## config.mk

```make
export PLATFORM = sky130hd
export DESIGN_NAME = lde_queue
export DESIGN_NICKNAME = d
export VERILOG_FILES = /design/src/rtl/core/lde_pkg.sv /design/src/rtl/core/lde_queue.sv
export SDC_FILE = /design/constraint.sdc
export NUM_CORES = 1
export LEC_CHECK = 0
export ABC_AREA = 1
export BUFFER_PORTS_ARGS = -buffer_cell sky130_fd_sc_hd__buf_2
export CORE_AREA = 8 8 271 273
export DETAILED_ROUTE_END_ITERATION = 8
export DIE_AREA = 0 0 279 281
export HOLD_SLACK_MARGIN = 0.08
export SLEW_MARGIN = 30
export SYNTH_ARGS = -nofsm -noshare
export SYNTH_HDL_FRONTEND = slang
export SYNTH_SLANG_ARGS = --single-unit
```

## constraint.sdc

```tcl
create_clock -name clock -period 24.7 [get_ports clock]
set_clock_uncertainty 0.05 [all_clocks]
set_input_delay 3.705 -clock clock [delete_from_list [all_inputs] [get_ports clock]]
set_output_delay 3.705 -clock clock [all_outputs]
set_load 0.05 [all_outputs]
```

## src/rtl/core/lde_pkg.sv

```systemverilog
// Shared types, constants and helpers for the Lorentz-dispersive E-field update core.
// No dependencies; every other file in rtl/core imports this package.
package lde_pkg;

   localparam int VALUE_WIDTH = 32;
   localparam int COEF_WIDTH  = 32;
   localparam int CURL_WIDTH  = 31;
   localparam int FRAC_BITS   = 24;
   localparam int OSC_MAX     = 3;
   localparam int DIFF_WIDTH  = VALUE_WIDTH + 1;
   localparam int ACC_WIDTH   = 48;

   localparam int OSC_COUNT_DEFAULT   = 3;
   localparam int QUEUE_DEPTH_DEFAULT = 2;

   localparam int CSR_DATA_WIDTH = 64;
   localparam int CSR_ADDR_WIDTH = 6;
   localparam int REG_SEL_LSB    = 3;
   localparam int REG_SEL_WIDTH  = CSR_ADDR_WIDTH - REG_SEL_LSB;

   localparam logic [REG_SEL_WIDTH-1:0] REG_CURL_X    = REG_SEL_WIDTH'(0);
   localparam logic [REG_SEL_WIDTH-1:0] REG_CURL_Y    = REG_SEL_WIDTH'(1);
   localparam logic [REG_SEL_WIDTH-1:0] REG_CURL_Z    = REG_SEL_WIDTH'(2);
   localparam logic [REG_SEL_WIDTH-1:0] REG_OSC_ONE   = REG_SEL_WIDTH'(3);
   localparam logic [REG_SEL_WIDTH-1:0] REG_OSC_TWO   = REG_SEL_WIDTH'(4);
   localparam logic [REG_SEL_WIDTH-1:0] REG_OSC_THREE = REG_SEL_WIDTH'(5);

   localparam logic [1:0] COMP_X = 2'd0;
   localparam logic [1:0] COMP_Y = 2'd1;
   localparam logic [1:0] COMP_Z = 2'd2;

   typedef logic [2:0][CURL_WIDTH-1:0]      curl_set_type;
   typedef logic [OSC_MAX-1:0][COEF_WIDTH-1:0] osc_set_type;

   typedef struct packed {
      curl_set_type curl;
      osc_set_type  osc_a;
      osc_set_type  osc_b;
   } cfg_type;

   typedef struct packed {
      logic [VALUE_WIDTH-1:0]              e;
      logic [OSC_MAX-1:0][VALUE_WIDTH-1:0] pol;
      logic [OSC_MAX-1:0][VALUE_WIDTH-1:0] pol_prev;
      logic [CURL_WIDTH-1:0]               coef_a;
      logic [CURL_WIDTH-1:0]               coef_b;
      logic [DIFF_WIDTH-1:0]               diff_a;
      logic [DIFF_WIDTH-1:0]               diff_b;
   } entry_type;

   // Clamps a wide signed sum to the signed range of VALUE_WIDTH bits.
   function automatic logic [VALUE_WIDTH-1:0] sat_value(input logic [ACC_WIDTH-1:0] v);
      logic [ACC_WIDTH-VALUE_WIDTH:0] top;
      top = v[ACC_WIDTH-1:VALUE_WIDTH-1];
      if ((&top) || !(|top)) begin
         return v[VALUE_WIDTH-1:0];
      end else if (v[ACC_WIDTH-1]) begin
         return {1'b1, {(VALUE_WIDTH-1){1'b0}}};
      end else begin
         return {1'b0, {(VALUE_WIDTH-1){1'b1}}};
      end
   endfunction

endpackage

```

## src/rtl/core/lde_queue.sv

```systemverilog
// Short FIFO of classified items between the front end and the datapath.
// Depends on lde_pkg for the entry type. DEPTH must be at least 2.
module lde_queue
   import lde_pkg::*;
#(
   parameter int DEPTH = QUEUE_DEPTH_DEFAULT
)(
   input  logic      clock,
   input  logic      reset,
   input  logic      push,
   input  entry_type entry_in,
   input  logic      pop,
   output entry_type entry_out,
   output logic      full,
   output logic      empty
);

   localparam int PTR_WIDTH = $clog2(DEPTH);
   localparam int CNT_WIDTH = $clog2(DEPTH + 1);

   entry_type              mem_ff [DEPTH];
   logic [PTR_WIDTH-1:0]   wr_ptr_ff, wr_ptr_in;
   logic [PTR_WIDTH-1:0]   rd_ptr_ff, rd_ptr_in;
   logic [CNT_WIDTH-1:0]   count_ff, count_in;
   logic                   do_pop;

   assign full      = (count_ff == CNT_WIDTH'(DEPTH));
   assign empty     = (count_ff == '0);
   assign do_pop    = pop && !empty;
   assign entry_out = mem_ff[rd_ptr_ff];

   always_comb begin
      wr_ptr_in = wr_ptr_ff;
      rd_ptr_in = rd_ptr_ff;
      count_in  = count_ff;
      if (push) begin
         wr_ptr_in = (wr_ptr_ff == PTR_WIDTH'(DEPTH - 1)) ? '0 : wr_ptr_ff + 1'b1;
      end
      if (do_pop) begin
         rd_ptr_in = (rd_ptr_ff == PTR_WIDTH'(DEPTH - 1)) ? '0 : rd_ptr_ff + 1'b1;
      end
      if (push && !do_pop) begin
         count_in = count_ff + 1'b1;
      end else if (do_pop && !push) begin
         count_in = count_ff - 1'b1;
      end
   end

   always_ff @(posedge clock) begin
      if (reset) begin
         wr_ptr_ff <= '0;
         rd_ptr_ff <= '0;
         count_ff  <= '0;
      end else begin
         wr_ptr_ff <= wr_ptr_in;
         rd_ptr_ff <= rd_ptr_in;
         count_ff  <= count_in;
      end
   end

   always_ff @(posedge clock) begin
      if (push) begin
         mem_ff[wr_ptr_ff] <= entry_in;
      end
   end

endmodule

```

==> qor.yml <==
floorplan:
  rows: 97
  die_h_um: 281
  io_pins: 710
  start_util_pct: 37.2
  dieWidth_um: 279
  design.die.area_um2: 78400
  core_um2: 69300
clock_tree:
  cts.repair.resized: 0
  cts_buffers: 77
  insertion_delay_ns: 0.60
  clk_pin_slew_ns: 0.06
  cts_tree: "done"
  cts_sinks: 709
  cts_setup_buffers: 0
  h-tree-depth: 3
  cts.path.max_buffers: 3
  cts-root-buf: "clkbuf_16"
  cts_hold_buf: 0
sta:
  max_freq_ghz: 0.145
  fin_crit_ns: 6.90
  finalSetupTns_ns: 0
  worst_pin_slew_ns: 0.864
  hold_viol: 0
  final-setup-viol-count: 0
  drv_slew: 0
  relSlewSlack_pct: 42.4
  min_period_over_period_pct: 27.9
  rsz0062_at_grt: "false"
drt:
  wl_per_cell_um: 21.4
  drc: 0
  vias: 13457
  finalWirelength_mm: 62.4
  drt_iter0_drc: 738
  drtAntennaViolNets: 0
  drtPass1Iterations: 5
  via_per_inst: 4.62
power_and_ir_drop:
  swShare_pct: 28.8
  p_seq_share_pct: 45.7
  p_total_w: 0.00309
  pwr-share-comb_pct: 18.5
  total_leakage_power_nw: 12.2
  power_density_nw_per_um2: 94.1
  power_switching_w: 0.000892
  internal_power_w: 0.00220
  clkPwrFrac_pct: 35.7
  ir_drop_mv: 0.0605
global_routing:
  grt_max_degree: 169
  gr-total-overflow: 0
  grt_pass1_wl_mm: 89.3
  grt_usage_pct: 15.0
  antenna_found_initial: 24
  grt_pass1_vias: 14475
critical_path:
  required_ns: 20.94
  worstPathMaxFanout: 114
  endpoint_kind: "primary output"
  arrival_ns: 3.14
  start_kind: "register"
  crit_type: "register to primary output"
synthesis:
  synthesis.nets: 1487
  ys_seq_area_share_pct: 82.4
  ys_ff_latch: 709
  ys_types: 18
  syn-cell-area_um2: 25800
  yosysWarnings: 0
  syn_inst: 1130
  avgSynthCellArea_um2: 22.8
finish:
  final_util_pct: 47.4
  area_delta_synth_final_pct: 27.5
  n_fill_cell: 5932
  nets: 2250
  drive_gt1_share_pct: 58.7
placement:
  dp.final_hpwl_mm: 44.0
  routabilityCongestion: 0.788
  place.port_buffers: 709
outcome:
  status: "finished, final reports clean"
min_path:
  hp-class: "register to register"
run:
  maxCapViolations: 0
[path summary, 6_finish.rpt]
| kind | slack (ns) | end | cells after the start | from |
|---|---|---|---|---|
| max | 17.80 | entry_out[163] | 4 | register |
| min reg2reg | 0.50 | wr_ptr_ff$_SDFFE_PP0P_ | 2 | wr_ptr_ff$_SDFFE_PP0P_ |
| min | 0.50 | wr_ptr_ff$_SDFFE_PP0P_ | 2 | wr_ptr_ff$_SDFFE_PP0P_ |
| max reg2reg | 21.38 | mem_ff[0][211]$_DFFE_PP_ | 5 | wr_ptr_ff$_SDFFE_PP0P_ |
[flip-flops by register name, indices dropped and copies added (netlist names), named ones only]
register and cells:
count_ff 2, wr_ptr_ff 1, rd_ptr_ff 1, mem_ff 704
[synth_stat cells (all sizes together)]
master,count,area share [%]
ha,1,0.049
buf,39,1.5
mux2,352,16
nand3,1,0.019
o21ai,3,0.058
dfxtp,5,0.39
a21oi,1,0.019
nand4,1,0.024
and2,1,0.024
nand2,5,0.073
nor2,7,0.10
inv,9,0.13
edfxtp,704,82
nor3,1,0.019
[cell families (layout without fill, tap and decap cells)]
kind of cell / after synthesis / in the layout / share of synthesized area (%)
compound gates: 4 / 4 / 0.0777
fa+ha+maj: 1 / 1 / 0.0486
buf+inv: 48 / 869 / 1.65
flops: 709 / 709 / 82.4
mux: 352 / 352 / 15.5
other cells: 0 / 22 / 0
simple gates: 16 / 16 / 0.262
[metal layers]
layer  part of all wire (%)  vias to the layer above  global-route usage, %  wire length [um]
met2                     53                      514                   27.0             33300
met5                  0.059                        -                      0                37
li1                       -                     6092                      -                 -
met1                     35                     6727                   15.6             21800
met4                    3.5                        6                   7.15              2180
met3                    8.2                      118                   5.35              5100
[placed cells by master, fill, tap and decap left out, drive strengths merged]
cell	count
bufinv	6
clkbuf	96
nand2	5
dfxtp	5
diode	22
ha	1
a21oi	1
o21ai	3
clkinv	32
edfxtp	704
nand3	1
nor2	7
and2	1
nand4	1
nor3	1
inv	12
buf	723
mux2	352
[per-stage QoR]
| step | cell area, um^2 | hold WS, ns | cells | worst slack, ns |
|---|---|---|---|---|
| global placement | 30200 | 0.460 | 2750 | 17.23 |
| global route | 32800 | 0.532 | 2906 | 17.61 |
| finish | 32800 | 0.501 | 2913 | 17.80 |
| detailed placement | 30200 | 0.498 | 2751 | 17.28 |
| floorplan | 25800 | 0.438 | 1130 | 5.12 |
| CTS | 32700 | 0.507 | 2888 | 17.78 |
[power by group through the flow]
stage	clock [W]	combinational [W]	sequential, W
after global routing	0.00118	0.000598	0.00142
after floorplan	0	0.000440	0.00146
after CTS	0.00114	0.000579	0.00142
after detailed placement	0	0.000577	0.00144
final	0.00110	0.000573	0.00141
after global placement	0	0.000574	0.00144
[worst max-delay path: stages, from the launching register on]
cell and delay, ns:
dfxtp_4 0.84, buf_12 0.34, buf_16 0.48, mux2_2 0.43
buf_2 0.22
[cell type report]
cell class                 count  area (um^2)  area share [%]
clock buffer                  96         2020            6.15
sequential                   709        21200            64.7
inverter                       9         41.3           0.126
tap                          940         1180            3.58
multi-input combinational    373         4110            12.5
antenna                       22         55.1           0.168
timing repair buffer         723         3770            11.5
clock inverter                41          438            1.33
(Power assumes the default switching activity.)
