$ cat config.mk
export PLATFORM = sky130hd
export DESIGN_NAME = lde_front
export DESIGN_NICKNAME = d
export VERILOG_FILES = /design/src/rtl/core/lde_pkg.sv /design/src/rtl/core/lde_front.sv
export SDC_FILE = /design/constraint.sdc
export NUM_CORES = 1
export LEC_CHECK = 0
export CAP_MARGIN = 20
export CORE_AREA = 2 2 310 312
export DETAILED_ROUTE_END_ITERATION = 16
export DIE_AREA = 0 0 312 314
export DONT_BUFFER_PORTS = 1
export PLACE_DENSITY_LB_ADDON = 0.2
export SLEW_MARGIN = 10
export SYNTH_ARGS = -nofsm -noshare
export SYNTH_HDL_FRONTEND = slang
export SYNTH_SLANG_ARGS = --single-unit
$ cat constraint.sdc
create_clock -name vclk -period 6.9
set_input_delay 0.69 -clock vclk [all_inputs]
set_output_delay 0.69 -clock vclk [all_outputs]
set_load 0.01 [all_outputs]
$ cat src/rtl/core/lde_pkg.sv
// Shared types, constants and helpers for the Lorentz-dispersive E-field update core.
// No dependencies; every other file in rtl/core imports this package.
package lde_pkg;

   localparam int VALUE_WIDTH = 32;
   localparam int COEF_WIDTH  = 32;
   localparam int CURL_WIDTH  = 31;
   localparam int FRAC_BITS   = 24;
   localparam int OSC_MAX     = 3;
   localparam int DIFF_WIDTH  = VALUE_WIDTH + 1;
   localparam int ACC_WIDTH   = 48;

   localparam int OSC_COUNT_DEFAULT   = 3;
   localparam int QUEUE_DEPTH_DEFAULT = 2;

   localparam int CSR_DATA_WIDTH = 64;
   localparam int CSR_ADDR_WIDTH = 6;
   localparam int REG_SEL_LSB    = 3;
   localparam int REG_SEL_WIDTH  = CSR_ADDR_WIDTH - REG_SEL_LSB;

   localparam logic [REG_SEL_WIDTH-1:0] REG_CURL_X    = REG_SEL_WIDTH'(0);
   localparam logic [REG_SEL_WIDTH-1:0] REG_CURL_Y    = REG_SEL_WIDTH'(1);
   localparam logic [REG_SEL_WIDTH-1:0] REG_CURL_Z    = REG_SEL_WIDTH'(2);
   localparam logic [REG_SEL_WIDTH-1:0] REG_OSC_ONE   = REG_SEL_WIDTH'(3);
   localparam logic [REG_SEL_WIDTH-1:0] REG_OSC_TWO   = REG_SEL_WIDTH'(4);
   localparam logic [REG_SEL_WIDTH-1:0] REG_OSC_THREE = REG_SEL_WIDTH'(5);

   localparam logic [1:0] COMP_X = 2'd0;
   localparam logic [1:0] COMP_Y = 2'd1;
   localparam logic [1:0] COMP_Z = 2'd2;

   typedef logic [2:0][CURL_WIDTH-1:0]      curl_set_type;
   typedef logic [OSC_MAX-1:0][COEF_WIDTH-1:0] osc_set_type;

   typedef struct packed {
      curl_set_type curl;
      osc_set_type  osc_a;
      osc_set_type  osc_b;
   } cfg_type;

   typedef struct packed {
      logic [VALUE_WIDTH-1:0]              e;
      logic [OSC_MAX-1:0][VALUE_WIDTH-1:0] pol;
      logic [OSC_MAX-1:0][VALUE_WIDTH-1:0] pol_prev;
      logic [CURL_WIDTH-1:0]               coef_a;
      logic [CURL_WIDTH-1:0]               coef_b;
      logic [DIFF_WIDTH-1:0]               diff_a;
      logic [DIFF_WIDTH-1:0]               diff_b;
   } entry_type;

   // Clamps a wide signed sum to the signed range of VALUE_WIDTH bits.
   function automatic logic [VALUE_WIDTH-1:0] sat_value(input logic [ACC_WIDTH-1:0] v);
      logic [ACC_WIDTH-VALUE_WIDTH:0] top;
      top = v[ACC_WIDTH-1:VALUE_WIDTH-1];
      if ((&top) || !(|top)) begin
         return v[VALUE_WIDTH-1:0];
      end else if (v[ACC_WIDTH-1]) begin
         return {1'b1, {(VALUE_WIDTH-1){1'b0}}};
      end else begin
         return {1'b0, {(VALUE_WIDTH-1){1'b1}}};
      end
   endfunction

endpackage

$ cat src/rtl/core/lde_front.sv
// Front end: accepts an item, picks the curl coefficients for its component and
// forms the two backward differences. Depends on lde_pkg.
module lde_front
   import lde_pkg::*;
(
   input  logic                   start,
   output logic                   busy,
   input  logic [1:0]             req_component,
   input  logic [VALUE_WIDTH-1:0] req_e_self,
   input  logic [VALUE_WIDTH-1:0] req_pol_one,
   input  logic [VALUE_WIDTH-1:0] req_pol_two,
   input  logic [VALUE_WIDTH-1:0] req_pol_three,
   input  logic [VALUE_WIDTH-1:0] req_pol_one_prev,
   input  logic [VALUE_WIDTH-1:0] req_pol_two_prev,
   input  logic [VALUE_WIDTH-1:0] req_pol_three_prev,
   input  logic [VALUE_WIDTH-1:0] req_mag_a_here,
   input  logic [VALUE_WIDTH-1:0] req_mag_a_back,
   input  logic [VALUE_WIDTH-1:0] req_mag_b_here,
   input  logic [VALUE_WIDTH-1:0] req_mag_b_back,
   input  curl_set_type           curl,
   input  logic                   queue_full,
   output logic                   push,
   output entry_type              entry
);

   logic [CURL_WIDTH-1:0] coef_a;
   logic [CURL_WIDTH-1:0] coef_b;

   assign busy = queue_full;
   assign push = start && !queue_full;

   // The unused selector code has no axis, so its curl comes out as zero.
   always_comb begin
      unique case (req_component)
         COMP_X: begin
            coef_a = curl[1];
            coef_b = curl[2];
         end
         COMP_Y: begin
            coef_a = curl[2];
            coef_b = curl[0];
         end
         COMP_Z: begin
            coef_a = curl[0];
            coef_b = curl[1];
         end
         default: begin
            coef_a = '0;
            coef_b = '0;
         end
      endcase
   end

   always_comb begin
      entry.e           = req_e_self;
      entry.pol[0]      = req_pol_one;
      entry.pol[1]      = req_pol_two;
      entry.pol[2]      = req_pol_three;
      entry.pol_prev[0] = req_pol_one_prev;
      entry.pol_prev[1] = req_pol_two_prev;
      entry.pol_prev[2] = req_pol_three_prev;
      entry.coef_a      = coef_a;
      entry.coef_b      = coef_b;
      entry.diff_a      = DIFF_WIDTH'($signed(req_mag_a_here))
                        - DIFF_WIDTH'($signed(req_mag_a_back));
      entry.diff_b      = DIFF_WIDTH'($signed(req_mag_b_here))
                        - DIFF_WIDTH'($signed(req_mag_b_back));
   end

endmodule

==> run metrics, run 1 <==
final net count 1268; synth unique cells 54; Tot GR Track Use 0.0572; DRC 0; routability cong. 0.833; CLK BUF 0; leakage power 2.40 nW; die height 314 um; max-slew headroom at the worst pin 0.273; non-filler instance count after layout 2016; Worst Setup End Kind primary output; Cell Area, Synth 6570 um^2; CP most frequent cell a21oi_1; Max Fclk 0.241 GHz; Overflow after GRT 0; crit-path cells inv_1 -> ha_1 -> a21o_1 -> a21oi_1 -> nand3_1 -> a211oi_2 -> a21oi_1 -> o31ai_2 -> o41ai_1 -> xor2_1; period utilization 0.602; initial cell density of the core 0.0695; max cap viols 0; status finished clean; commonest non-fill, non-tap cell in the layout nand2_1; vias in the first global route 5768; wire length on met3 4.49 mm; Crit Path Class input pin to primary output; Worst Path Max Fanout 5; layout cell share with drive strength beyond 1 0.0186; dpl ws 2.63 ns; Final min period 4.15 ns; final hold viol count 0; vias per cell 2.88; Worst Setup Start Kind input pin; Core ar. 94400 um^2; detailed placement HPWL 28.1 mm; largest net degree at the start of global routing 95; pwr/cell area 86.2 nW/um^2; arrival time at the worst endpoint 3.46 ns; synthesized area per cell 6.51 um^2; RSZ-0062 raised after global routing false; post-cts gate resize count 0; I/O pin count 803; sequential fraction of the synthesis area 0; post-synth net total 1524; Worst Hold Class input pin to primary output; cts hold-fix bufs 0; Setup TNS 0 ns; die area 98000 um^2; total wire length 31.2 mm; met2 wire length 13.5 mm; average routed wire per standard cell 15.5 um; Reg area 0 um^2; CP peak stage delay 0.51 ns; most frequent cells in the layout 107 x nand2_1, 101 x a21oi_1, 85 x inv_1; Placed Cells incl. Taps 2016; # rows 113; post-route setup slack 2.75 ns; CP max-delay cell a211oi_2; YS warnings 0; Max VDD drop 41.6 uV; Post-Syn Instances 1009; drt first pass iters 4; number of DRC markers in iteration 0 244; Crit path required time 6.21 ns; Final Setup Violations 0; Seq cells 0; first-pass GRT wire length 42.1 mm; Worst Tran Pin Value 1.08 ns; P&R area growth vs syn -3.58%; worst hold path depth 0; number of buffers inserted by port buffering 0; Via Count 5808; met1 wire length 11.7 mm; initial antenna violation count 4; die width 312 um; Post-CTS Setup Inserts 0; ANT nets after route 0; Final Max Slew Viols 0; n_diodes 0; top layer reached by signal wires met5
## per-layer routing
layer	vias up	GRT usage
met4	8	0.0225
met3	112	0.0320
li1	2665	-
met5	-	0.00967
met1	2581	0.0622
met2	442	0.0912
## final timing paths
check / from / to / slack [ns]
max: req_mag_b_back[3] / entry[31] / 2.75
min: req_pol_one_prev[12] / entry[140] / 1.38
## area by class of cell
type / count / area, um^2
fillers: 11337 / 88100
multi-input cells: 665 / 4420
well taps: 1265 / 1580
inverters: 85 / 319
repair buffers: 1 / 7.51
## Yosys cell counts (all sizes together)
cell       n  area [um^2]
a2111oi    2         17.5
xor2      24          210
nor2b     37          231
and2b      1         7.51
o211a      1         10.0
or3        1         6.26
o221ai     1         8.76
and2       2         12.5
o31ai      9         72.6
nor2      32          120
o31a       1         8.76
nor3b      1         7.51
nand3     12         60.1
and4       1         8.76
o21a       8         60.1
a41oi      1         8.76
or2        3         18.8
fa         2         40.0
a31o       3         26.3
o22ai      2         12.5
a21o      30          225
xnor2     35          307
a21boi     1         7.51
o211ai     5         37.5
and3       3         18.8
o21ai     93          473
nand2b     7         43.8
nor4       1         6.26
o21bai     9         67.6
clkbuf    24         90.1
nand4      8         50.1
a21oi    104          532
o41ai      2         36.3
ha        64          801
buf      235         1740
mux2i     32          320
a211o      1         8.76
inv       85          319
o2111ai    3         26.3
a31oi      4         25.0
a221o      1         10.0
nand2    107          402
a211oi     5         42.5
nor3       6         30.0
## worst max-delay path, delay by kind of cell
kind,cells,cell delay (ns)
compound gates,6,1.85
simple gates,1,0.15
buf+inv,1,0.06
fa+ha+maj,1,0.42
xor+xnor,1,0.27
## cell families after synthesis
logic type	count (synthesis)	synth area share
buffers and inverters	344	0.327
AOI/OAI and AO/OA	286	0.261
and+or+nand+nor	222	0.156
adders and majority gates	66	0.128
xor gates and xnor gates	59	0.0787
muxes	32	0.0488
## stage by stage
stage / hold slack [ns] / utilization / power [mW] / instance area, um^2
after floorplan: 1.43 / - / 0.549 / 6570
after global placement: 1.38 / 0.0670 / 0.559 / 6330
after detailed placement: 1.38 / 0.0670 / 0.554 / 6330
after CTS: 1.38 / 0.0670 / 0.557 / 6330
after global routing: 1.38 / 0.0670 / 0.604 / 6330
final: 1.38 / 0.0670 / 0.545 / 6330
## report_power, final
group          internal (mW)  switching [mW]
combinational          0.178           0.367
sequential                 0               0
clock                      0               0
Note: power is estimated with default switching activity, not from simulation.
==> run 2, diff against run 1 <==
- CORE_AREA: 2 2 310 312 -> 2 2 311 313
- DIE_AREA: 0 0 312 314 -> 0 0 313 315
- clock period: 6.9 -> 3.6 ns (I/O delays scaled with it)
==> run 2 against run 1 <==
Effect of this change: first-iteration DRC count fell by 37%; sequential share of layout area did not move; global-route usage rose by 0.91 points; worst hold slack got worse by 0.66 ns.
==> run metrics, run 2 (synthesis gave the netlist of run 1 again) <==
Via Count 5893 (+1.5%); layout cell share with drive strength beyond 1 0.0676 (+0.0490); drt first pass iters 4 (unchanged); vias in the first global route 5949 (+3.1%); crit-path cells inv_1 -> ha_1 -> fa_2 -> and2b_1 -> o2111ai_1 -> and3_2 -> o31a_1 -> o41ai_4 -> a21oi_2 -> o21ai_2 -> xnor2_1; status finished clean; leakage power 2.57 nW (+6.8%); post-cts gate resize count 4 (+4); most frequent cells in the layout 107 x nand2_1, 100 x a21oi_1, 85 x inv_1; Final min period 3.43 ns; die height 315 um (+0.32%); number of DRC markers in iteration 0 154 (-37%); die width 313 um (+0.32%); arrival time at the worst endpoint 3.07 ns (-0.39 ns); Overflow after GRT 0 (unchanged); # rows 114 (+0.88%); Post-CTS Setup Inserts 0 (unchanged); GRT met3 Usage 0.0373 (+0.00528); Max VDD drop 80.0 uV (+92%); first-pass GRT wire length 46.9 mm (+11%); met2 Use GR 0.125 (+0.0339); total wire length 35.6 mm (+14%); Max Fclk 0.292 GHz; Crit path required time 3.24 ns (-2.97 ns); Tot GR Track Use 0.0663 (+0.00910); largest net degree at the start of global routing 95 (unchanged); CP max-delay cell o41ai_4; final net count 1301 (+2.6%); RSZ-0062 raised after global routing true; gr busiest metal met2; Crit Path Class input pin to primary output; cts hold-fix bufs 0 (unchanged); commonest non-fill, non-tap cell in the layout nand2_1; number of buffers inserted by port buffering 0 (unchanged); CP peak stage delay 0.46 ns (-0.05 ns); final hold viol count 0 (unchanged); routability cong. 0.796 (-4.5%); Seq cells 0 (unchanged); period utilization 0.952; Reg area 0 um^2 (unchanged); Final Max Slew Viols 0 (unchanged); ANT nets after route 0 (unchanged); Worst Tran Pin Value 1.03 ns (-0.0545 ns); initial cell density of the core 0.0686 (-0.000918); met1 Track Usage GR 0.0594 (-0.00280); Setup TNS 0 ns (unchanged); Worst Hold Class input pin to primary output; Final Setup Violations 0 (unchanged); max cap viols 0 (unchanged); die area 98600 um^2 (+0.64%); pwr/cell area 176 nW/um^2 (+100%); Worst Setup Start Kind input pin; initial antenna violation count 3 (-1); dpl ws -0.248 ns (-2.88 ns); Core ar. 95700 um^2 (+1.3%); post-route setup slack 0.173 ns (-2.58 ns); CLK BUF 0 (unchanged); I/O pin count 803 (unchanged); detailed placement HPWL 33.0 mm (+18%); Worst Path Max Fanout 3 (-2); P&R area growth vs syn 1.07%; DRC 0 (unchanged); Worst Setup End Kind primary output; vias per cell 2.86 (-0.85%); max-slew headroom at the worst pin 0.309 (+0.0367); average routed wire per standard cell 17.2 um (+11%)
==> run 2: cell types whose count changed in the layout (fill, tap and decap cells not counted), sizes merged <==
| cell | previous run | this run |
|---|---|---|
| buf | 1 | 34 |
| diode | 0 | 3 |
==> run 2: final cells by class <==
class              count  area (um^2)
inverters             85          319
diodes                 3         7.51
multi-input cells    665         4440
well taps           1276         1600
repair buffers        34          268
fillers            11409        89100
==> run 2: through the flow <==
| step | std cells | area [um^2] | power (mW) | hold WS (ns) | utilization |
|---|---|---|---|---|---|
| 2_1_floorplan | 1009 | 6570 | 1.05 | 0.766 | - |
| 3_3_place_gp | 2060 | 6600 | 1.21 | 0.720 | 0.0690 |
| 3_5_place_dp | 2060 | 6600 | 1.20 | 0.720 | 0.0690 |
| 4_1_cts | 2060 | 6620 | 1.21 | 0.720 | 0.0692 |
| 5_1_grt | 2063 | 6640 | 1.30 | 0.720 | 0.0693 |
| 6_report | 2063 | 6640 | 1.17 | 0.720 | 0.0693 |
==> run 2: path summary, 6_finish.rpt <==
path / start / to / slack, ns / cells after the start
worst max-delay path: req_mag_b_here[0] / entry[30] / 0.17 / 11
worst min-delay path: req_pol_one_prev[6] / entry[134] / 0.72 / 0
==> run 2: layer usage <==
layer | vias to the layer above | part of all wire | wire length (um)
li1 | 2728 | - | -
met1 | 2655 | 0.32 | 11400
met2 | 444 | 0.50 | 17800
met3 | 66 | 0.14 | 5060
met4 | 0 | 0.037 | 1320
met5 | - | 0 | 0
==> run 2: report_power, final <==
part | internal [mW] | total, mW | switching (mW) | leakage [nW]
Clock | 0.000000112 | 0.000000112 | 0 | 0.0000190
Sequential | 0 | 0 | 0 | 0
Combinational | 0.420 | 1.17 | 0.745 | 2.57
Total | 0.420 | 1.17 | 0.745 | 2.57
==> run 2: worst max-delay path: cells and delay by family <==
family / cells / cell delay (ns)
AO/OA/AOI/OAI: 5 / 1.26
AND/OR/NAND/NOR: 2 / 0.56
buffers and inverters: 1 / 0.02
adder cells (fa/ha/maj): 2 / 0.67
XOR/XNOR: 1 / 0.20
==> run 3, diff against run 2 <==
- CORE_AREA: 2 2 311 313 -> 2 2 312 314
- DIE_AREA: 0 0 313 315 -> 0 0 314 316
- clock period: 3.6 -> 3.8 ns (I/O delays scaled with it)
==> run 3 against run 2 <==
Effect of this change: die area up 0.64%; setup slack better by 0.085 ns; wire length up 5.4%; via count up 0.92%; flip-flop and latch count unchanged; worst hold slack better by 0.040 ns; final area down 0.96%; highest routed layer is now met5.
==> run metrics, run 3 (synthesis gave the netlist of run 1 again) <==
status finished clean; die width 314 um (+0.32%); Hold Path End entry[134]; Overflow after GRT 0 (unchanged); I/O pin count 803 (unchanged); Via Count 5947 (+0.92%); Seq cells 0 (unchanged); # rows 114 (unchanged); arrival time at the worst endpoint 3.16 ns (+0.09 ns); cts hold-fix bufs 0 (unchanged); RSZ-0062 raised after global routing false; Core ar. 96000 um^2 (+0.30%); Worst Path Max Fanout 3 (unchanged); max cap viols 0 (unchanged); post-cts gate resize count 0 (-4); Post-CTS Setup Inserts 0 (unchanged); Final min period 3.54 ns; initial antenna violation count 15 (+12); most frequent cells in the layout 107 x nand2_1, 101 x a21oi_1, 85 x inv_1; Placed Cells incl. Taps 2056 (-0.19%); Max Fclk 0.282 GHz; commonest non-fill, non-tap cell in the layout nand2_1; post-route setup slack 0.258 ns (+0.0854 ns); CLK BUF 0 (unchanged); initial cell density of the core 0.0684 (-0.000204); pwr/cell area 167 nW/um^2 (-4.6%); Final Max Slew Viols 0 (unchanged); design area 6570 um^2 (-0.96%); Max VDD drop 64.3 uV (-20%); die height 316 um (+0.32%); Crit path required time 3.42 ns (+0.18 ns); vias per cell 2.89 (+1.1%); ANT nets after route 0 (unchanged); hold path start req_pol_one_prev[6]; vias in the first global route 5907 (-0.71%); dpl ws 0.143 ns (+0.391 ns); P&R area growth vs syn 0.0953%; period utilization 0.932; Tot GR Track Use 0.0691 (+0.00279); Reg area 0 um^2 (unchanged); worst hold path depth 0 (unchanged); number of DRC markers in iteration 0 307 (+99%); routability cong. 0.746 (-6.2%); non-filler instance count after layout 2060 (-0.15%); die area 99200 um^2 (+0.64%); drt first pass iters 5 (+1); number of buffers inserted by port buffering 0 (unchanged); Crit Path Class input pin to primary output; first-pass GRT wire length 48.0 mm (+2.5%); max-slew headroom at the worst pin 0.420 (+0.111); detailed placement HPWL 34.9 mm (+5.8%); total wire length 37.5 mm (+5.4%); Final Setup Violations 0 (unchanged); Total Power 1.10 mW (-5.5%); Worst Hold Class input pin to primary output; Worst Tran Pin Value 0.861 ns (-0.164 ns); largest net degree at the start of global routing 95 (unchanged); fillcell total 11435 (+0.23%); top layer reached by signal wires met5; average routed wire per standard cell 18.2 um (+5.6%); placed instance area 6560 um^2 (-0.64%); met1 wire length 12.0 mm (+5.6%); final hold viol count 0 (unchanged); DRC 0 (unchanged); Setup TNS 0 ns (unchanged); Worst Setup End Kind primary output; Worst Setup Start Kind input pin; final net count 1297 (-0.31%); layout cell share with drive strength beyond 1 0.0551 (-0.0125); fin util 0.0685 (-0.000871); wire length on met3 5.57 mm (+10%); met2 wire length 18.7 mm (+4.8%); leakage power 2.54 nW (-0.98%); hold_ws 0.760 ns (+0.0400 ns)
-- run 3: routing by layer --
layer	vias up	track usage
li1	2733	-
met4	14	0.0165
met3	92	0.0412
met5	-	0
met1	2639	0.0616
met2	469	0.132
-- run 3: worst max path at each step --
stage                      startpoint   endpoint  slack (ns)  cells past startpoint
floorplan           req_mag_b_here[0]  entry[30]        0.83                     11
global placement    req_mag_b_here[0]  entry[28]        0.15                     11
detailed placement  req_mag_b_here[0]  entry[28]        0.14                     11
CTS                 req_mag_b_here[0]  entry[28]        0.12                     11
global route        req_mag_b_here[0]  entry[28]        0.02                     11
finish              req_mag_b_here[0]  entry[28]        0.26                     11
-- run 3: worst max-delay path, stage by stage --
cell and delay, ns:
inv_1 0.02, ha_1 0.33, fa_1 0.46, and2b_1 0.23
o2111ai_1 0.15, and3_1 0.27, o31a_1 0.34, o31ai_1 0.47
o21ai_1 0.19, xnor2_1 0.17, buf_4 0.14
-- run 3: area by class of cell --
class                      instances  area, um^2  area share
multi-input combinational        665        4420       0.673
inverter                          85         319      0.0486
tap                             1276        1600       0.243
antenna                            4        10.0     0.00152
timing repair buffer              30         225      0.0343
-- run 3: power breakdown --
part / leakage [nW] / internal, mW / switching, mW
Combinational: 2.54 / 0.388 / 0.713
Sequential: 0 / 0 / 0
Clock: 0.0000254 / 0.000000144 / 0
