[src/rtl/core/lde_pkg.sv]
// Shared types, constants and helpers for the Lorentz-dispersive E-field update core.
// No dependencies; every other file in rtl/core imports this package.
package lde_pkg;

   localparam int VALUE_WIDTH = 32;
   localparam int COEF_WIDTH  = 32;
   localparam int CURL_WIDTH  = 31;
   localparam int FRAC_BITS   = 24;
   localparam int OSC_MAX     = 3;
   localparam int DIFF_WIDTH  = VALUE_WIDTH + 1;
   localparam int ACC_WIDTH   = 48;

   localparam int OSC_COUNT_DEFAULT   = 3;
   localparam int QUEUE_DEPTH_DEFAULT = 2;

   localparam int CSR_DATA_WIDTH = 64;
   localparam int CSR_ADDR_WIDTH = 6;
   localparam int REG_SEL_LSB    = 3;
   localparam int REG_SEL_WIDTH  = CSR_ADDR_WIDTH - REG_SEL_LSB;

   localparam logic [REG_SEL_WIDTH-1:0] REG_CURL_X    = REG_SEL_WIDTH'(0);
   localparam logic [REG_SEL_WIDTH-1:0] REG_CURL_Y    = REG_SEL_WIDTH'(1);
   localparam logic [REG_SEL_WIDTH-1:0] REG_CURL_Z    = REG_SEL_WIDTH'(2);
   localparam logic [REG_SEL_WIDTH-1:0] REG_OSC_ONE   = REG_SEL_WIDTH'(3);
   localparam logic [REG_SEL_WIDTH-1:0] REG_OSC_TWO   = REG_SEL_WIDTH'(4);
   localparam logic [REG_SEL_WIDTH-1:0] REG_OSC_THREE = REG_SEL_WIDTH'(5);

   localparam logic [1:0] COMP_X = 2'd0;
   localparam logic [1:0] COMP_Y = 2'd1;
   localparam logic [1:0] COMP_Z = 2'd2;

   typedef logic [2:0][CURL_WIDTH-1:0]      curl_set_type;
   typedef logic [OSC_MAX-1:0][COEF_WIDTH-1:0] osc_set_type;

   typedef struct packed {
      curl_set_type curl;
      osc_set_type  osc_a;
      osc_set_type  osc_b;
   } cfg_type;

   typedef struct packed {
      logic [VALUE_WIDTH-1:0]              e;
      logic [OSC_MAX-1:0][VALUE_WIDTH-1:0] pol;
      logic [OSC_MAX-1:0][VALUE_WIDTH-1:0] pol_prev;
      logic [CURL_WIDTH-1:0]               coef_a;
      logic [CURL_WIDTH-1:0]               coef_b;
      logic [DIFF_WIDTH-1:0]               diff_a;
      logic [DIFF_WIDTH-1:0]               diff_b;
   } entry_type;

   // Clamps a wide signed sum to the signed range of VALUE_WIDTH bits.
   function automatic logic [VALUE_WIDTH-1:0] sat_value(input logic [ACC_WIDTH-1:0] v);
      logic [ACC_WIDTH-VALUE_WIDTH:0] top;
      top = v[ACC_WIDTH-1:VALUE_WIDTH-1];
      if ((&top) || !(|top)) begin
         return v[VALUE_WIDTH-1:0];
      end else if (v[ACC_WIDTH-1]) begin
         return {1'b1, {(VALUE_WIDTH-1){1'b0}}};
      end else begin
         return {1'b0, {(VALUE_WIDTH-1){1'b1}}};
      end
   endfunction

endpackage

[src/rtl/core/lde_csr.sv]
// Configuration registers of the E-field update core behind an APB-style port.
// Depends on lde_pkg for register indexes and the configuration struct.
module lde_csr
   import lde_pkg::*;
(
   input  logic                      clock,
   input  logic                      reset,
   input  logic                      psel,
   input  logic                      penable,
   input  logic                      pwrite,
   input  logic [CSR_ADDR_WIDTH-1:0] paddr,
   input  logic [CSR_DATA_WIDTH-1:0] pwdata,
   output logic [CSR_DATA_WIDTH-1:0] prdata,
   output logic                      pready,
   output cfg_type                   cfg
);

   logic [2:0][CURL_WIDTH-1:0]         curl_ff;
   logic [OSC_MAX-1:0][2*COEF_WIDTH-1:0] osc_ff;
   logic [REG_SEL_WIDTH-1:0]           sel;
   logic                               wr_en;

   assign pready = 1'b1;
   assign sel    = paddr[CSR_ADDR_WIDTH-1:REG_SEL_LSB];
   assign wr_en  = psel && penable && pwrite;

   always_ff @(posedge clock) begin
      if (reset) begin
         curl_ff <= '0;
         osc_ff  <= '0;
      end else if (wr_en) begin
         unique case (sel)
            REG_CURL_X:    curl_ff[0] <= pwdata[CURL_WIDTH-1:0];
            REG_CURL_Y:    curl_ff[1] <= pwdata[CURL_WIDTH-1:0];
            REG_CURL_Z:    curl_ff[2] <= pwdata[CURL_WIDTH-1:0];
            REG_OSC_ONE:   osc_ff[0]  <= pwdata;
            REG_OSC_TWO:   osc_ff[1]  <= pwdata;
            REG_OSC_THREE: osc_ff[2]  <= pwdata;
            default: ;
         endcase
      end
   end

   always_comb begin
      unique case (sel)
         REG_CURL_X:    prdata = CSR_DATA_WIDTH'(curl_ff[0]);
         REG_CURL_Y:    prdata = CSR_DATA_WIDTH'(curl_ff[1]);
         REG_CURL_Z:    prdata = CSR_DATA_WIDTH'(curl_ff[2]);
         REG_OSC_ONE:   prdata = osc_ff[0];
         REG_OSC_TWO:   prdata = osc_ff[1];
         REG_OSC_THREE: prdata = osc_ff[2];
         default:       prdata = '0;
      endcase
   end

   always_comb begin
      cfg.curl = curl_ff;
      for (int n = 0; n < OSC_MAX; n++) begin
         cfg.osc_a[n] = osc_ff[n][2*COEF_WIDTH-1:COEF_WIDTH];
         cfg.osc_b[n] = osc_ff[n][COEF_WIDTH-1:0];
      end
   end

endmodule

[config.mk]
export PLATFORM = sky130hd
export DESIGN_NAME = lde_csr
export DESIGN_NICKNAME = d
export VERILOG_FILES = /design/src/rtl/core/lde_pkg.sv /design/src/rtl/core/lde_csr.sv
export SDC_FILE = /design/constraint.sdc
export NUM_CORES = 1
export LEC_CHECK = 0
export BUFFER_PORTS_ARGS = -buffer_cell sky130_fd_sc_hd__buf_2
export CAP_MARGIN = 5
export CORE_AREA = 4 4 178 180
export CTS_CLUSTER_DIAMETER = 150
export DETAILED_ROUTE_END_ITERATION = 6
export DIE_AREA = 0 0 182 184
export PLACE_DENSITY_LB_ADDON = 0.15
export SETUP_SLACK_MARGIN = 0.02
export SLEW_MARGIN = 25
export SYNTH_ARGS = -nofsm -noshare
export SYNTH_HDL_FRONTEND = slang
export SYNTH_SLANG_ARGS = --single-unit
[constraint.sdc]
create_clock -name clock -period 2.3 [get_ports clock]
set_input_delay 0.46 -clock clock [delete_from_list [all_inputs] [get_ports clock]]
set_output_delay 0.46 -clock clock [all_outputs]
set_load 0.02 [all_outputs]
==> results of run 1 <==
==> synthesized netlist by cell type (all sizes together), types with 5 or more instances <==
cell / number / area share (%)
o2bb2ai: 36 / 2.3
a221oi: 11 / 0.72
nand3: 131 / 4.9
mux2: 37 / 3.1
nand2: 12 / 0.43
a21oi: 139 / 5.2
buf: 77 / 3.3
a22oi: 14 / 0.78
clkbuf: 70 / 2.0
o32a: 5 / 0.37
mux2i: 228 / 17
o21ai: 136 / 5.1
dfxtp: 285 / 43
o221ai: 8 / 0.52
nand2b: 224 / 10
==> per-layer routing <==
metal / up-vias / part of all wire, %
met5: - / 0.043
met1: 6095 / 42
li1: 5899 / -
met2: 518 / 47
met3: 96 / 7.7
met4: 2 / 3.1
==> what timing repair did <==
item | CTS | global route
hold buffers | 0 | 0
endpoints found under the setup margin | 12 | 5
resized for setup | 3 | 4
pin swaps | 0 | 0
==> cell families (layout without fill, tap and decap cells) <==
family                 Yosys count  count (layout)  synth area share (%)
and+or+nand+nor                378             378                  16.4
AOI/OAI and AO/OA              357             357                  15.6
DFF                            285             285                  42.5
muxes                          265             265                  20.1
buffers and inverters          152             556                  5.42
other                            1               3                0.0279
==> path summary, 6_finish.rpt <==
check                  startpoint                    end  slack, ns
min reg2reg   cfg[1]$_SDFFE_PP0P_    cfg[1]$_SDFFE_PP0P_       0.49
min                    pwdata[62]  cfg[126]$_SDFFE_PP0P_       0.18
max                      paddr[4]              prdata[6]       0.08
max reg2reg  cfg[14]$_SDFFE_PP0P_   cfg[14]$_SDFFE_PP0P_       1.55
==> final cells by class <==
| class | count | area, um2 | share of cell area [%] |
|---|---|---|---|
| antenna | 2 | 5.00 | 0.0289 |
| clock buffer | 48 | 910 | 5.26 |
| clock inverter | 4 | 95.1 | 0.550 |
| inverter | 5 | 18.8 | 0.109 |
| multi-input combinational | 1001 | 7040 | 40.7 |
| sequential | 285 | 5710 | 33.0 |
| tap | 396 | 495 | 2.87 |
| timing repair buffer | 499 | 3020 | 17.5 |
==> metrics by stage <==
stage / std cells / hold WS, ns
after floorplan: 1438 / 0.555
after global placement: 2186 / 0.473
after detailed placement: 2186 / 0.479
after CTS: 2238 / 0.157
after global routing: 2240 / 0.167
final: 2240 / 0.180
==> tightest hold or removal path: cells and delay by family <==
kind	cells	cell delay [ns]
buf+inv	1	0.11
simple gates	1	0.06
compound gates	1	0.05
==> where the power goes <==
part,switching (mW),internal [mW]
Sequential,0.0312,4.97
Clock,1.95,3.01
Combinational,0.592,0.364
==> impl_metrics.csv, run 1 <==
group,metric,value,unit
global_routing,grt_overflow,0,
yosys,synth_warnings,0,
yosys,synth-seq-cells,285,
yosys,synthesis.area,13400,um2
timing,max_freq,450,MHz
power_and_ir_drop,peakVddDrop,0.514,mV
final_layout,final_cell_area,17300,um2
yosys,syn_inst,1438,
yosys,synth-async-reset-ratio,0,%
detailed_routing,drtIter0Drc,770,
setup_path,crit_type,"in -> out",
global_routing,grt_first_pass_wirelength,71000,um
yosys,synthFlopType,"dfxtp_1",
power_and_ir_drop,leakage,8.21,nW
timing,hold_viol,0,
placement,dpl.hpwl,32500,um
status,outcome,"finished, final reports clean",
setup_path,critical_path.max_fanout,17,
yosys,synth_nets,1513,
detailed_routing,dr.pass1.iters,5,
floorplanning,io_pins,425,
floorplanning,start_util,44.5,%
global_routing,grt_max_degree,89,
yosys,syn_area_per_cell,9.34,um2
setup_path,slowest_delay,0.34,ns
setup_path,cp_slowest_cell,"mux2_2",
timing,worstMarginPinSlew,0.558,ns
setup_path,crit_chain,"buf_4 -> buf_12 -> mux2_2 -> a221oi_1 -> a21oi_1 -> buf_2",
cts,post_cts_buffers,0,
timing,slew_headroom,62.8,%
cts,cts_inserted_buffers,30,
setup_path,crit_required,1.84,ns
detailed_routing,wl_per_cell,20.7,um
final_layout,post-route-util,57.3,%
timing,tns,0,ns
final_layout,largest_reg_flops,285,
detailed_routing,routed_wl,46300,um
cts,clk_latency,0.55,ns
cts,clockRootBuffer,"clkbuf_16",
global_routing,grt.met2_usage,44.5,%
timing,skew,0,ns
timing,fin_crit,2.22,ns
timing,fin_crit_sh,96.5,%
yosys,synth_edf_count,0,
floorplanning,fp.dieH,184,um
detailed_routing,drc,0,
cts,cts_tree,"built",
power_and_ir_drop,powerDensity,632,nW/um2
global_routing,track_usage,26.1,%
setup_path,endpoint_kind,"output port",
yosys,seq_area_frac_synth,42.5,%
timing,slew_violations,0,
setup_path,arrival,1.76,ns
timing,finalWorstSetupSlack,0.0798,ns
floorplanning,die_area,33500,um2
job,drv_cap,0,
placement,place_congestion,0.864,
global_routing,antenna_found_initial,3,
final_layout,nFillCells,2801,
global_routing,gr-usage-met1,33.4,%
setup_path,start_kind,"input port",
placement,dp_slack,-0.0512,ns
detailed_routing,vias_per_cell,5.63,
cts,cts_buffer_depth,3,
placement,portBuffers,420,
min_path,hp-class,"in -> reg",
setup_path,critical_path_buf_inv_count,3,
setup_path,cp.depth,6,
detailed_routing,drt.antenna.violating_nets,0,
global_routing,grt-busiest-layer,"met2",
cts,path_clk_slew,0.06,ns
final_layout,final_common_cell,"buf_2",
timing,rsz0062_at_grt,"false",
cts,cts_sinks,285,
detailed_routing,vias,12600,
yosys,ys_types,36,
floorplanning,std_cell_rows,64,
timing,setup_violations,0,
global_routing,grt_pass1_vias,12200,
min_path,hold_depth,3,
global_routing,use_met3,5.54,%
floorplanning,core,30200,um2
final_layout,syn_to_final_growth,28.8,%
setup_path,r2r_cells,2,
setup_path,critical_path.top_delay_family,"buffers and inverters",
floorplanning,die_x,182,um
final_layout,layout.nets,1897,
placement,post_dp_cell_area,16300,um2
final_layout,layout_common_cells,"buf_2 (417), dfxtp_1 (285), mux2i_1 (228)",
final_layout,drive_gt1_share,32.2,%
cts,htreeDepth,1,
power_and_ir_drop,power.total,10.9,mW
(Power assumes the default switching activity.)
==> run 2: changes to the inputs <==
==> constraint.sdc (replaced) <==
create_clock -name clock -period 1.9 [get_ports clock]
set_input_delay 0.38 -clock clock [delete_from_list [all_inputs] [get_ports clock]]
set_output_delay 0.38 -clock clock [all_outputs]
set_load 0.1 [all_outputs]
==> run 2 against run 1 <==
  * The run now ends with setup timing left
  * Final cell count increased by 4.6%
  * Clock-buffer cell count is 7 lower
  * Worst setup slack got worse by 0.26 ns
  * Sequential share of layout area is 5.3 points lower
  * Critical endpoint unchanged
  * Largest cell class unchanged
==> impl_metrics.csv, run 2 (same netlist as run 1, synthesis figures left out) <==
group,metric,value,unit
status,outcome,"complete, but fails checks",
status,violations,"setup timing",
setup_path,cp_slowest_cell,"dfxtp_4",
setup_path,crit_end,"prdata[6]",
setup_path,start_kind,"flip-flop",
floorplanning,core,30200,um2
cts,ctsHoldBuffers,0,
detailed_routing,drt.antenna.violating_nets,0,
setup_path,r2r_slack,1.06,ns
floorplanning,die_area,33500,um2
placement,place_congestion,0.843,
timing,worstMarginPinSlew,0.571,ns
detailed_routing,wl_met2,25200,um
setup_path,r2r_cells,2,
timing,slew_headroom,62.2,%
setup_path,r2r_start,"cfg[111]$_SDFFE_PP0P_",
cts,clockRootBuffer,"clkbuf_16",
setup_path,crit_chain,"mux2_4 -> a221oi_4 -> a21oi_4 -> buf_12",
floorplanning,fp.dieH,184,um
floorplanning,die_x,182,um
setup_path,timing.rr.end,"cfg[111]$_SDFFE_PP0P_",
setup_path,slowest_delay,0.34,ns
timing,hold_viol,0,
cts,clk_latency,0.55,ns
timing,slew_violations,0,
final_layout,largest_reg_flops,285,
placement,placed_cells,2215,
timing,fin_crit,2.08,ns
global_routing,grt_overflow,0,
timing,rsz0062_at_grt,"true",
final_layout,layout_common_cells,"buf_2 (348), dfxtp_2 (245), nand2b_1 (222)",
floorplanning,start_util,44.5,%
timing,max_freq,480,MHz
final_layout,final_common_cell,"buf_2",
placement,dpl.hpwl,34300,um
final_layout,layout.nets,2000,
power_and_ir_drop,power.total,14.1,mW
global_routing,grt_pass1_vias,13300,
detailed_routing,vias,13300,
timing,fin_crit_sh,110,%
cts,cts_tree,"built",
setup_path,endpoint_kind,"output port",
detailed_routing,vias_per_cell,5.68,
timing,setup_violations,46,
detailed_routing,routed_wl,51700,um
detailed_routing,dr.pass1.iters,5,
final_layout,drive_gt1_share,55.5,%
floorplanning,std_cell_rows,64,
final_layout,syn_to_final_growth,61.9,%
global_routing,grt_first_pass_wirelength,77900,um
detailed_routing,drc,0,
setup_path,crit_type,"reg -> out",
floorplanning,io_pins,425,
detailed_routing,dr_wl_met3,3960,um
setup_path,critical_path.max_fanout,2,
setup_path,crit_required,1.52,ns
min_path,hp-class,"in -> reg",
global_routing,track_usage,28.9,%
cts,cts_sinks,285,
min_path,hold_depth,3,
job,drv_cap,0,
power_and_ir_drop,leakage,9.62,nW
setup_path,worstSetupStartpoint,"cfg[198]$_SDFFE_PP0P_",
placement,portBuffers,420,
power_and_ir_drop,powerDensity,649,nW/um2
power_and_ir_drop,peakVddDrop,0.690,mV
detailed_routing,drtIter0Drc,927,
detailed_routing,wl_per_cell,22.1,um
global_routing,grt_max_degree,69,
cts,cts_buffer_depth,3,
timing,finalWorstSetupSlack,-0.183,ns
timing,skew,0,ns
placement,post_dp_cell_area,18900,um2
setup_path,arrival,1.70,ns
cts,htreeDepth,1,
final_layout,final_cell_count_no_fill,2343,
cts,cts_inserted_buffers,31,
cts,path_clk_slew,0.06,ns
detailed_routing,top_layer,"met5",
final_layout,final_cell_area,21700,um2
global_routing,antenna_found_initial,5,
detailed_routing,wl_met1,20900,um
## run 2: how the worst min path moves through the flow
stage / from / to / slack, ns
final: pwdata[60] / cfg[188]$_SDFFE_PP0P_ / 0.09
after global routing: pwdata[29] / cfg[29]$_SDFFE_PP0P_ / 0.08
after CTS: pwdata[17] / cfg[17]$_SDFFE_PP0P_ / 0.07
after detailed placement: cfg[201]$_SDFFE_PP0P_ / cfg[201]$_SDFFE_PP0P_ / 0.47
after global placement: cfg[245]$_SDFFE_PP0P_ / cfg[245]$_SDFFE_PP0P_ / 0.46
after floorplan: pwdata[0] / cfg[0]$_SDFFE_PP0P_ / 0.52
## run 2: what timing repair did
item | CTS | global route
gates resized for setup | 162 | 50
endpoints found under the hold margin | 0 | 0
pin swaps | 31 | 18
gates cloned | 12 | 2
buffers inserted | 47 | 15
setup endpoints to repair | 67 | 65
## run 2: metrics by stage
stage	utilization (%)	setup TNS [ns]	worst slack (ns)	hold WS, ns
after floorplan	-	-2.19	-0.0951	0.520
after global placement	62.7	-18.63	-0.284	0.462
after detailed placement	62.7	-21.86	-0.307	0.469
after CTS	70.8	-3.44	-0.185	0.0688
after global routing	72.0	-5.55	-0.208	0.0798
final	72.0	-3.80	-0.183	0.0887
## run 2: layer usage
layer,GRT usage (%),vias to the layer above
met4,9.85,4
met5,0,-
li1,-,6129
met2,48.9,573
met3,6.00,104
met1,37.0,6497
## run 2: power by group
group / total [mW] / switching (mW) / leakage, nW / internal [mW]
logic: 2.07 / 1.31 / 6.71 / 0.757
clock network: 5.98 / 2.47 / 0.483 / 3.51
registers: 6.07 / 0.0448 / 2.42 / 6.02
total: 14.1 / 3.83 / 9.62 / 10.3
## run 2: final cells by class
class	instances	area, um2
Antenna cell	3	7.51
Clock buffer	41	843
Sequential cell	285	6020
Multi-Input combinational cell	1002	8820
Inverter	5	21.3
Fill cell	2144	8460
Timing Repair Buffer	600	5380
Clock inverter	11	148
Tap cell	396	495
## run 2: critical path, delay by kind of cell (launching register included)
family | cells | cell delay, ns
buffers and inverters | 1 | 0.18
AOI/OAI and AO/OA | 2 | 0.34
muxes | 1 | 0.28
DFF | 1 | 0.34
==> run 3: changes to the inputs <==
==> constraint.sdc (replaced) <==
create_clock -name clock -period 1.9 [get_ports clock]
set_input_delay 0.38 -clock clock [delete_from_list [all_inputs] [get_ports clock]]
set_output_delay 0.38 -clock clock [all_outputs]
set_load 0.05 [all_outputs]
==> run 3 against run 2 <==
  * The run still ends with setup timing left
  * Utilization decreased by 3.0 points
  * Total power increased by 1.4%
  * Global-route usage decreased by 0.29 points
  * Die area unchanged
  * Non-clock buffer count increased by 16
  * Worst setup slack improved by 0.0098 ns
  * Worst hold slack improved by 0.0098 ns
  * Clock skew unchanged
  * Routed wire length about the same
  * Register-to-register slack about the same
  * First-iteration DRC count increased by 26%
  * Combinational power decreased by 15%
==> impl_metrics.csv, run 3 (same netlist as run 1, synthesis figures left out) <==
group,metric,value,unit
status,outcome,"complete, but fails checks",
status,violations,"setup timing",
final_layout,layout.nets,2016,
power_and_ir_drop,peakVddDrop,0.693,mV
global_routing,grt_max_degree,68,
setup_path,critical_path.max_fanout,2,
min_path,hp-class,"in -> reg",
cts,path_clk_slew,0.06,ns
floorplanning,die_area,33500,um2
final_layout,syn_to_final_growth,55.2,%
placement,dpl.hpwl,33700,um
detailed_routing,wl_per_cell,21.8,um
floorplanning,fp.dieH,184,um
floorplanning,start_util,44.5,%
global_routing,use_met3,6.51,%
setup_path,crit_required,1.52,ns
floorplanning,std_cell_rows,64,
job,drv_cap,0,
global_routing,gr-usage-met1,35.6,%
timing,slew_violations,0,
timing,setup_violations,26,
cts,clk_latency,0.54,ns
power_and_ir_drop,powerDensity,687,nW/um2
placement,portBuffers,420,
detailed_routing,drtIter0Drc,1168,
global_routing,antenna_found_initial,7,
detailed_routing,drc,0,
power_and_ir_drop,leakage,9.50,nW
timing,fin_crit_sh,109,%
placement,placed_cells,2220,
setup_path,endpoint_kind,"output port",
detailed_routing,dr.pass1.iters,5,
cts,clockRootBuffer,"clkbuf_16",
final_layout,drive_gt1_share,46.0,%
final_layout,largest_reg_flops,285,
global_routing,grt-busiest-layer,"met2",
cts,cts_sinks,285,
final_layout,multi_input_area,8580,um2
placement,place_congestion,0.826,
detailed_routing,vias_per_cell,5.68,
cts,cts_buffer_depth,3,
setup_path,crit_type,"reg -> out",
timing,whs,0.0985,ns
timing,max_freq,482,MHz
detailed_routing,routed_wl,51700,um
global_routing,grt_first_pass_wirelength,77100,um
global_routing,track_usage,28.6,%
setup_path,start_kind,"flip-flop",
timing,finalWorstSetupSlack,-0.174,ns
final_layout,final_common_cell,"buf_2",
floorplanning,die_x,182,um
timing,skew,0,ns
cts,cts_inserted_buffers,30,
cts,cts_tree,"built",
timing,fin_crit,2.07,ns
floorplanning,core,30200,um2
detailed_routing,drt.antenna.violating_nets,0,
final_layout,nFillCells,2291,
global_routing,grt.met2_usage,48.7,%
setup_path,arrival,1.69,ns
cts,htreeDepth,1,
detailed_routing,vias,13400,
timing,rsz0062_at_grt,"true",
final_layout,layout_common_cells,"buf_2 (352), nand2b_1 (222), dfxtp_1 (222)",
timing,hold_viol,0,
final_layout,final-seq-area,5790,um2
global_routing,grt_overflow,0,
final_layout,final_cell_count_no_fill,2366,
global_routing,grt_pass1_vias,13300,
floorplanning,io_pins,425,
placement,dp_slack,-0.253,ns
-- run 3: layout make-up --
| type | instances | share of cell area (%) |
|---|---|---|
| multi-input cells | 1003 | 41.2 |
| flip-flops and latches | 285 | 27.8 |
| repair buffers | 616 | 23.1 |
| clock buffers | 42 | 4.35 |
| well taps | 396 | 2.38 |
| clock inverters | 14 | 0.997 |
| inverters | 5 | 0.114 |
| diodes | 5 | 0.0600 |
-- run 3: layer usage --
| layer | vias up | wire length, um |
|---|---|---|
| met5 | - | 28 |
| met4 | 6 | 1920 |
| met3 | 116 | 4450 |
| met2 | 619 | 25000 |
| met1 | 6537 | 20200 |
| li1 | 6153 | - |
-- run 3: metrics by stage --
stage	TNS, ns	cell area [um2]	total power, mW	util (%)
after floorplan	-0.877	14500	7.10	-
after global placement	-13.95	17800	7.65	58.9
after detailed placement	-13.79	17800	7.67	58.9
after CTS	-2.76	20300	14.3	67.3
after global routing	-3.63	20800	14.7	69.0
final	-2.25	20800	14.3	69.0
-- run 3: what timing repair did --
action | 4_1_cts | 5_1_grt
pin swaps | 28 | 23
gates resized for setup | 241 | 63
setup buffers | 54 | 22
cloned | 7 | 4
endpoints found under the setup margin | 64 | 50
hold buffers | 0 | 0
-- run 3: final timing paths --
kind / slack (ns) / to / start / cells past startpoint
max: -0.17 / prdata[15] / cfg[47]$_SDFFE_PP0P_ / 3
min: 0.1 / cfg[91]$_SDFFE_PP0P_ / pwdata[27] / 3
max reg2reg: 1.05 / cfg[216]$_SDFFE_PP0P_ / cfg[216]$_SDFFE_PP0P_ / 4
min reg2reg: 0.49 / cfg[233]$_SDFFE_PP0P_ / cfg[233]$_SDFFE_PP0P_ / 2
-- run 3: critical path, stage by stage, from the launching register on --
cell and delay (ns):
dfxtp_2 0.32, mux2_4 0.27, a221o_2 0.39, buf_8 0.17
-- run 3: where the power goes --
group	total, mW	switching [mW]	internal (mW)
clock network	6.50	2.49	4.00
registers	6.06	0.0431	6.02
logic	1.75	1.05	0.701
total	14.3	3.59	10.7
